<file path="config.mk">
export PLATFORM = sky130hd
export DESIGN_NAME = quicksort_engine_unit
export DESIGN_NICKNAME = d
export VERILOG_FILES = /design/src/rtl/qse_pkg.sv /design/src/rtl/quicksort_engine_unit.sv /design/src/rtl/qse_cell.sv
export SDC_FILE = /design/constraint.sdc
export NUM_CORES = 2
export LEC_CHECK = 0
export BUFFER_PORTS_ARGS = -buffer_cell sky130_fd_sc_hd__buf_2
export CORE_MARGIN = 8
export CORE_UTILIZATION = 35
export CTS_CLUSTER_DIAMETER = 40
export DETAILED_ROUTE_END_ITERATION = 8
export GPL_TIMING_DRIVEN = 0
export PLACE_DENSITY = 0.56
export SYNTH_ARGS = -nofsm -noshare
export SYNTH_HDL_FRONTEND = slang
export SYNTH_SLANG_ARGS = --single-unit
export TNS_END_PERCENT = 10
</file>
<file path="constraint.sdc">
create_clock -name clk_i -period 6.2 [get_ports clk_i]
set_clock_uncertainty 0.15 [all_clocks]
set_input_delay 0.31 -clock clk_i [delete_from_list [all_inputs] [get_ports clk_i]]
set_output_delay 0.31 -clock clk_i [all_outputs]
set_load 0.01 [all_outputs]
</file>
<file path="src/rtl/qse_pkg.sv">
// qse_pkg: shared constants and types for the quicksort engine
// no dependencies; used by qse_cell, quicksort_engine_unit, qse_checker and tb

package qse_pkg;

  localparam int unsigned MAX_ITEMS   = 16;
  localparam int unsigned VALUE_WIDTH = 32;
  localparam int unsigned CNT_W       = $clog2(MAX_ITEMS + 1);

  // per-cycle command broadcast to every cell of the chain
  typedef struct packed {
    logic ins;  // insert the broadcast value in order
    logic pop;  // shift every entry one cell towards the head
  } qse_ctrl_t;

  typedef enum logic [1:0] {
    ST_LOAD  = 2'b01,
    ST_DRAIN = 2'b10
  } qse_state_e;

endpackage

</file>
<file path="src/rtl/quicksort_engine_unit.sv">
// quicksort_engine_unit: top level of the streaming sorter
// depends on qse_pkg and qse_cell
//
// Collects a set of signed values, one transaction per cycle on the slave
// side, with tlast on the final one, and returns them in ascending order on
// the master side, tlast on the last result. The values are kept in a chain
// of MAX_ITEMS insertion cells: each arriving value is compared against
// every stored entry at once and the larger entries step one cell up, so the
// chain is always sorted and loading runs at one transaction per cycle with
// no sort pass afterwards. Once the last value is in, the head cell is the
// output register and the chain shifts down by one on each result taken, so
// a set of n values gives n results at one per cycle while m_axis_tready_i
// is held high. The slave side is held off while a set is being returned and
// opens again in the cycle after the final result is taken. Values arriving
// after MAX_ITEMS are stored are dropped (including a dropped last value,
// whose tlast still closes the set) and tuser is raised on every result of
// that set.

module quicksort_engine_unit (
  input  logic        clk_i,
  input  logic        rst_ni,
  // slave side
  input  logic        s_axis_tvalid_i,
  output logic        s_axis_tready_o,
  input  logic [31:0] s_axis_tdata_i,   // [31:0] value
  input  logic        s_axis_tlast_i,   // last_item
  // master side
  output logic        m_axis_tvalid_o,
  input  logic        m_axis_tready_i,
  output logic [31:0] m_axis_tdata_o,   // [31:0] sorted_value
  output logic        m_axis_tlast_o,   // final_result
  output logic        m_axis_tuser_o    // [0] overflow
);

  localparam int unsigned N  = qse_pkg::MAX_ITEMS;
  localparam int unsigned VW = qse_pkg::VALUE_WIDTH;

  qse_pkg::qse_state_e              state_q, state_d;
  logic [qse_pkg::CNT_W-1:0]        count_q, count_d;
  logic                             ovf_q, ovf_d;
  qse_pkg::qse_ctrl_t               ctrl;

  logic                             s_fire, m_fire, full;
  logic signed [VW-1:0]             x;

  logic                             cell_gt    [N];
  logic                             cell_valid [N];
  logic signed [VW-1:0]             cell_val   [N];

  // value as carried on the bus, low VALUE_WIDTH bits as a signed number
  assign x = VW'(s_axis_tdata_i);

  assign full   = (count_q == qse_pkg::CNT_W'(N));
  assign s_fire = s_axis_tvalid_i && s_axis_tready_o;
  assign m_fire = m_axis_tvalid_o && m_axis_tready_i;

  assign s_axis_tready_o = (state_q == qse_pkg::ST_LOAD);
  // head cell holds the smallest remaining value
  assign m_axis_tvalid_o = (state_q == qse_pkg::ST_DRAIN) && cell_valid[0];
  assign m_axis_tdata_o  = 32'(cell_val[0]);
  assign m_axis_tlast_o  = !cell_valid[1];
  assign m_axis_tuser_o  = ovf_q;

  always_comb begin
    ctrl.ins = s_fire && !full;
    ctrl.pop = m_fire;
  end

  always_comb begin
    state_d = state_q;
    count_d = count_q;
    ovf_d   = ovf_q;
    case (state_q)
      qse_pkg::ST_LOAD: begin
        if (s_fire) begin
          if (full) begin
            ovf_d = 1'b1;
          end else begin
            count_d = count_q + qse_pkg::CNT_W'(1);
          end
          if (s_axis_tlast_i) begin
            state_d = qse_pkg::ST_DRAIN;
          end
        end
      end
      qse_pkg::ST_DRAIN: begin
        // final result taken: chain is empty, start a new set
        if (m_fire && !cell_valid[1]) begin
          state_d = qse_pkg::ST_LOAD;
          count_d = '0;
          ovf_d   = 1'b0;
        end
      end
      default: begin
        state_d = qse_pkg::ST_LOAD;
        count_d = '0;
        ovf_d   = 1'b0;
      end
    endcase
  end

  always_ff @(posedge clk_i or negedge rst_ni) begin
    if (!rst_ni) begin
      state_q <= qse_pkg::ST_LOAD;
      count_q <= '0;
      ovf_q   <= 1'b0;
    end else begin
      state_q <= state_d;
      count_q <= count_d;
      ovf_q   <= ovf_d;
    end
  end

  // sorting chain: cell 0 is the head (smallest), neighbours pass entries
  // up on insert and down on each result taken
  for (genvar i = 0; i < N; i++) begin : g_cell
    logic                 prev_gt, prev_valid, next_valid;
    logic signed [VW-1:0] prev_val, next_val;

    if (i == 0) begin : g_head
      assign prev_gt    = 1'b0;
      assign prev_valid = 1'b1;
      assign prev_val   = '0;
    end else begin : g_body
      assign prev_gt    = cell_gt[i-1];
      assign prev_valid = cell_valid[i-1];
      assign prev_val   = cell_val[i-1];
    end

    if (i == N - 1) begin : g_tail
      assign next_valid = 1'b0;
      assign next_val   = '0;
    end else begin : g_link
      assign next_valid = cell_valid[i+1];
      assign next_val   = cell_val[i+1];
    end

    qse_cell u_cell (
      .clk_i        (clk_i),
      .rst_ni       (rst_ni),
      .ctrl_i       (ctrl),
      .x_i          (x),
      .prev_gt_i    (prev_gt),
      .prev_valid_i (prev_valid),
      .prev_val_i   (prev_val),
      .next_valid_i (next_valid),
      .next_val_i   (next_val),
      .gt_o         (cell_gt[i]),
      .valid_o      (cell_valid[i]),
      .val_o        (cell_val[i])
    );
  end

endmodule

</file>
<file path="src/rtl/qse_cell.sv">
// qse_cell: one entry of the sorting chain, holds a value and its valid bit
// depends on qse_pkg

module qse_cell (
  input  logic                                   clk_i,
  input  logic                                   rst_ni,
  input  qse_pkg::qse_ctrl_t                     ctrl_i,
  input  logic signed [qse_pkg::VALUE_WIDTH-1:0] x_i,
  input  logic                                   prev_gt_i,
  input  logic                                   prev_valid_i,
  input  logic signed [qse_pkg::VALUE_WIDTH-1:0] prev_val_i,
  input  logic                                   next_valid_i,
  input  logic signed [qse_pkg::VALUE_WIDTH-1:0] next_val_i,
  output logic                                   gt_o,
  output logic                                   valid_o,
  output logic signed [qse_pkg::VALUE_WIDTH-1:0] val_o
);

  logic                                   valid_q, valid_d;
  logic signed [qse_pkg::VALUE_WIDTH-1:0] val_q, val_d;

  // entry is strictly above the incoming value, so it moves one place up
  assign gt_o    = valid_q && (val_q > x_i);
  assign valid_o = valid_q;
  assign val_o   = val_q;

  always_comb begin
    valid_d = valid_q;
    val_d   = val_q;
    if (ctrl_i.pop) begin
      valid_d = next_valid_i;
      val_d   = next_val_i;
    end else if (ctrl_i.ins) begin
      if (prev_gt_i) begin
        valid_d = 1'b1;
        val_d   = prev_val_i;
      end else if (gt_o || (!valid_q && prev_valid_i)) begin
        valid_d = 1'b1;
        val_d   = x_i;
      end
    end
  end

  always_ff @(posedge clk_i or negedge rst_ni) begin
    if (!rst_ni) begin
      valid_q <= 1'b0;
    end else begin
      valid_q <= valid_d;
    end
  end

  always_ff @(posedge clk_i) begin
    val_q <= val_d;
  end

endmodule

</file>
## Word level (Yosys, flattened, before mapping)

Cells that the tools add are included.

| storage, ports and cells | value |
|---|---|
| logic and storage cells | 303 |
| register bits after elaboration | 536 |
| output and inout bits | 36 |

| cells by class | value |
|---|---|
| equal/unequal tests | 8 |
| add/sub/neg operators | 1 |
| reduce and logical (&&, ||, !) cells | 107 |
| mux-type cells | 136 |
| magnitude comparators | 16 |

Operators by type and width:

| cell | number |
|---|---|
| 32-bit 2-to-1 mux | 61 |
| 32-bit greater-than comparator | 16 |
| 1-bit 2-to-1 mux | 66 |
| 3-bit nonzero test | 15 |
| 1-bit logical AND | 36 |
| 2-bit AND reduction | 17 |
| 1-bit zero test | 17 |
| 1-bit logical OR | 16 |
| 5-bit 2-to-1 mux | 3 |
| 5-bit one-hot mux with 2 select lines | 1 |
| 3-bit AND reduction | 3 |
| 2-bit by 1-bit != test with 1-bit output (second input constant) | 4 |
| 2-bit 2-to-1 mux | 3 |
| 2-bit nonzero test | 3 |
| 5-bit by 1-bit adder with 5-bit output (second input constant) | 1 |
| 5-bit == test (second input constant) | 1 |
| 2-bit one-hot mux with 2 select lines | 1 |
| 2-bit by 1-bit == test with 1-bit output (second input constant) | 1 |
| 2-bit == test (second input constant) | 1 |
| 2-bit != test (second input constant) | 1 |
| 1-bit one-hot mux with 2 select lines | 1 |

## Depth between registers and ports, before layout

| logic depth | value |
|---|---|
| word-level depth | 7 |
| gate-level depth with buffers | 14 |
| depth with buffers taken out | 11 |

## By module

A second synthesis with hierarchy kept.

| unflattened totals | value |
|---|---|
| cells, all modules | 4339 |
| area total of the unflattened synthesis | 41207.0 µm² |

Modules (own cells, without submodules):

| module | area each (µm²) | cells an instance | times used |
|---|---|---|---|
| qse_cell | 2542.4 | 268 | 16 |
| quicksort_engine_unit | 528.0 | 51 | 1 |

## Least setup slack after synthesis

Ideal clock, no wire load.

| path | value |
|---|---|
| path kind | input port to flip-flop |
| start point | input s_axis_tdata_i[13] |
| end point | register g_cell[2].u_cell.val_q (netlist bit g_cell[2].u_cell.val_o[0]) (enable) |
| stages | 13 |
| data required time | 5.584 ns |
| setup time | 0.466 ns |
| arrival | 5.127 ns |
| setup slack | 0.457 ns |
| path buffers | 2 |
| path through | clkbuf_1 -> inv_1 -> ha_1 -> a21o_1 -> a21o_1 -> a221o_1 -> a2111o_1 -> a211oi_2 -> xnor2_1 -> nor3_2 -> buf_4 -> nor3_1 -> o21ai_0 |

| on the way | value |
|---|---|
| word-level cells in the longest chain between the ends | 5 |

RTL lines:

| element | line | text |
|---|---|---|
| start, declared | quicksort_engine_unit.sv:25 | `input logic [31:0] s_axis_tdata_i,` |
| 32-bit greater-than comparator | qse_cell.sv:23 | `assign gt_o = valid_q && (val_q > x_i);` |
| 1-bit logical AND | qse_cell.sv:23 |  |
| 1-bit logical OR | qse_cell.sv:37 | `end else if (gt_o \|\| (!valid_q && prev_valid_i)) begin` |
| 3-bit nonzero test (no source line) (*) | n/a |  |
| 2-bit AND reduction (no source line) (*) | n/a |  |
| end signal, assigned | qse_cell.sv:53 | `val_q <= val_d;` |
| end, declared | qse_cell.sv:20 | `logic signed [qse_pkg::VALUE_WIDTH-1:0] val_q, val_d;` |

Every way passes the cells marked *; elsewhere a longest branch is shown, timed or not.
A chain may end at the register's enable or synchronous reset.

## Worst setup path in the final report

| path | value |
|---|---|
| start point | input s_axis_tdata_i[31] |
| end point | register g_cell[11].u_cell.val_q (netlist bit g_cell[11].u_cell.val_o[4]) (enable) |

| on the way | value |
|---|---|
| word-level cells in the longest chain between the ends | 5 |

RTL lines:

| element | line |
|---|---|
| 32-bit greater-than comparator | qse_cell.sv:23 |
| 1-bit logical AND | qse_cell.sv:23 |
| 1-bit logical OR | qse_cell.sv:37 |
| 3-bit nonzero test (no source line) (*) | n/a |
| 2-bit AND reduction (no source line) (*) | n/a |
| end signal, assigned | qse_cell.sv:53 |
| end, declared | qse_cell.sv:20 |

Marks and branches as above.

==> parameters.txt <==
Parameter                              Value

Route
  Router iterations before antenna repair    6
  DRC violation count after routing    0
  Number of routed nets with antenna violations    0
  Initial drt markers    3,117
  Routed via count    32,240
  Drt wl/cell    25.99 um
  Detailed Route WL    142.2 mm
  Vias per inst    5.894

Synthesis
  Post-synthesis area per instance    9.817 um2
  Synthesized cell area    37,380 um2
  Mapped Nets    4,359
  YS warnings    0
  Post-synthesis instance total    3,808
  Post-synth ARST share    4.478%
  Distinct cell type count after synthesis    68
  Number of flops mapped to enable cells by yosys    480
  Count of state elements after synthesis    536
  Sequential fraction of the synthesis area    41.88%
  Most frequently used flop master after synthesis    sky130_fd_sc_hd__edfxtp_1

Floorplan
  Ports placed on the boundary    73
  Area of the core region    106,500 um2
  Die area    117,500 um2
  Die H    342.8 um
  Number of placement rows    120
  Starting density of the core    35.12%
  Die outline width    342.8 um

Timing
  Tmin final    5.904 ns
  Max-slew headroom    -1.782%
  Highest attainable clock frequency    169.4 MHz
  Hold Violations, Final    0
  Fraction of the cycle the final worst path needs    95.22%
  Number of slew-limit violations in the final report    11
  Min setup slack post-route    0.2961 ns
  Worst Hold Slack    0.1291 ns
  Number of endpoints failing setup at the final stage    0
  Setup repair after global routing missed its margin    no
  Worst-margin pin slew    1.527 ns

Global routing
  Largest net degree at the start of global routing    33
  Global-route wire length before repair    206.0 mm
  Total global routing track utilization    23.35%
  GR Overflow Total    0
  Number of antenna violations at the first check in global routing    4
  Number of global-route vias before repair    32,200

Setup path
  Worst R2R Path Depth    9
  Setup crit end    g_cell[11].u_cell.val_o[4]$_DFFE_PP_
  Crit path DAT    6.12 ns
  Cell breakdown of the critical path    clkbuf_1, inv_1, ha_1, nand4_1, nor4bb_1, and4_1, a22oi_1, o211ai_1, mux2_2, buf_2, buf_2, a41oi_4, buf_16
  Worst Setup End Kind    flip-flop
  Startpoint of the worst register-to-register path    state_q[1]$_DFFE_PN0P_
  Launching element type of the critical path    primary input
  Crit path top cell by count    sky130_fd_sc_hd__buf_2
  Highest cell delay on the worst timing path    0.90 ns
  Critical path startpoint    s_axis_tdata_i[31]
  Critical path type    primary input to flip-flop
  Slowest stage cell, crit path    sky130_fd_sc_hd__inv_1
  Endpoint of the worst-slack reg-to-reg timing path    g_cell[11].u_cell.val_o[4]$_DFFE_PP_
  Maximum fanout along the worst path    17
  Req. time, crit path    6.42 ns
  FF-to-FF setup slack    0.79 ns

Power
  Static power due to leakage    16.97 nW
  Total power of the final layout    20.59 mW
  Worst IR Drop VDD    0.2720 mV
  Ratio of total power to cell area    474.0 nW/um2

Layout
  Count of non-filler cells in the finished layout    5,470
  Fin nets    4,526
  Most common cell after layout, fill and taps aside    sky130_fd_sc_hd__nand2_1
  Number of filler cells placed in the layout    10,420
  P&R area growth vs syn    16.20%
  Ratio of cells with drive above 1 in the final layout    7.210%
  Commonest cells after routing, fill and taps aside    552 x sky130_fd_sc_hd__nand2_1, 514 x sky130_fd_sc_hd__ha_1, 480 x sky130_fd_sc_hd__edfxtp_1

Clock tree
  # H-tree levels    3
  TritonCTS Buffers    110
  Clk_lat worst skew    0.69 ns
  Cell chosen for the clock root    sky130_fd_sc_hd__clkbuf_16
  Clock tree from TritonCTS    done
  Number of clock sinks    536
  Number of buffers added for setup after CTS    0
  Clock-pin slew reported for the worst setup and hold paths after clock tree synthesis    0.05 ns
  Max Root-Sink Buffers    3

Place
  Placed cell count    5,262
  Setup slack after placement    -0.2373 ns
  PortBufs    41
  Final weighted congestion in routability-driven placement    0.9369
  Final HPWL from detailed placement    115.3 mm

Job
  Max-capacitance violation count    1

Run status
  Violations in the final reports    max-capacitance violations, max-slew violations
  Run status    finished, violations left

Min path
  Worst min-delay path class    primary input to asynchronous set/reset pin
critical path: cells and delay by family:
family,cells,cell delay [ns]
AO/OA/AOI/OAI,3,1.10
buffers and inverters,5,2.31
adder cells (fa/ha/maj),1,0.65
AND/OR/NAND/NOR,3,1.33
multiplexers,1,0.35
cell usage after synthesis (all sizes together) (58+ instances only):
library cell / instances / area (um2)
o21ai: 199 / 996.0
a211oi: 58 / 440.4
o211ai: 268 / 2012
inv: 66 / 247.7
nand3: 292 / 1461
nor2: 157 / 589.3
a21oi: 282 / 1411
buf: 76 / 364.1
nand4: 107 / 669.4
nand2: 554 / 2079
edfxtp: 480 / 14410
mux2i: 194 / 1954
ha: 514 / 6431
clkbuf: 170 / 638.1
a21o: 97 / 728.2
kinds of logic after synthesis:
group | after synthesis | share of synthesized area (%)
fa+ha+maj | 514 | 17.20
compound gates | 999 | 17.08
flops | 536 | 41.88
simple gates | 1246 | 15.09
mux | 196 | 5.288
buf+inv | 312 | 3.343
xor+xnor | 5 | 0.1172
metal layers:
metal / GRT usage (%) / routed length, um / share of wire [%] / vias to the layer above
met1: 30.31 / 60540 / 43 / 15680
met5: 0 / 0 / 0 / -
li1: - / - / - / 14940
met4: 10.63 / 6535 / 4.6 / 0
met2: 38.73 / 65890 / 46 / 1323
met3: 3.003 / 9204 / 6.5 / 293
through the flow:
stage                     util, %  TNS, ns  cell area, um2
final                       40.81        0           43440
after global placement      36.96  -796.33           39350
after global routing        40.81        0           43440
after detailed placement    37.33   -16.86           39740
after floorplan                 -        0           37380
after CTS                   40.80        0           43430
layout make-up:
type / count / area [um2] / share of cell area [%]
multi-input combinational: 2960 / 20610 / 47.44
sequential: 536 / 15660 / 36.04
clock buffer: 128 / 2883 / 6.636
tap: 1403 / 1755 / 4.041
buffer: 246 / 1002 / 2.307
clock inverter: 73 / 768.2 / 1.768
timing repair buffer: 55 / 513.0 / 1.181
inverter: 66 / 247.7 / 0.5703
antenna: 3 / 7.507 / 0.01728
flip-flops by register name, summed over array words and instances, names as in the netlist:
register,count
count_q,5
g_cell.u_cell.val_o,512
g_cell.u_cell.valid_o,16
m_axis_tuser_o,1
state_q,2
how the worst min path moves through the flow:
| stage | end |
|---|---|
| floorplan | count_q[0]$_DFFE_PN0P_ |
| global placement | m_axis_tuser_o$_DFFE_PN0P_ |
| detailed placement | m_axis_tuser_o$_DFFE_PN0P_ |
| CTS | g_cell[15].u_cell.val_o[9]$_SDFFE_PP0P_ |
| global route | g_cell[15].u_cell.valid_o$_DFFE_PN0P_ |
| finish | g_cell[13].u_cell.valid_o$_DFFE_PN0P_ |
repair_timing:
item | 4_1_cts | 5_1_grt
hold endpoints to repair | 28 | 0
hold buffers | 4 | 0
resized for setup | 0 | 0
power breakdown:
part | total [mW] | internal, mW | leakage, nW | switching, mW
clock | 5.89 | 3.83 | 1.76 | 2.06
combinational | 7.72 | 3.05 | 10.2 | 4.67
sequential | 6.98 | 5.89 | 5.06 | 1.09
total | 20.6 | 12.8 | 17.0 | 7.82
Power figures use the tool's default switching activity.
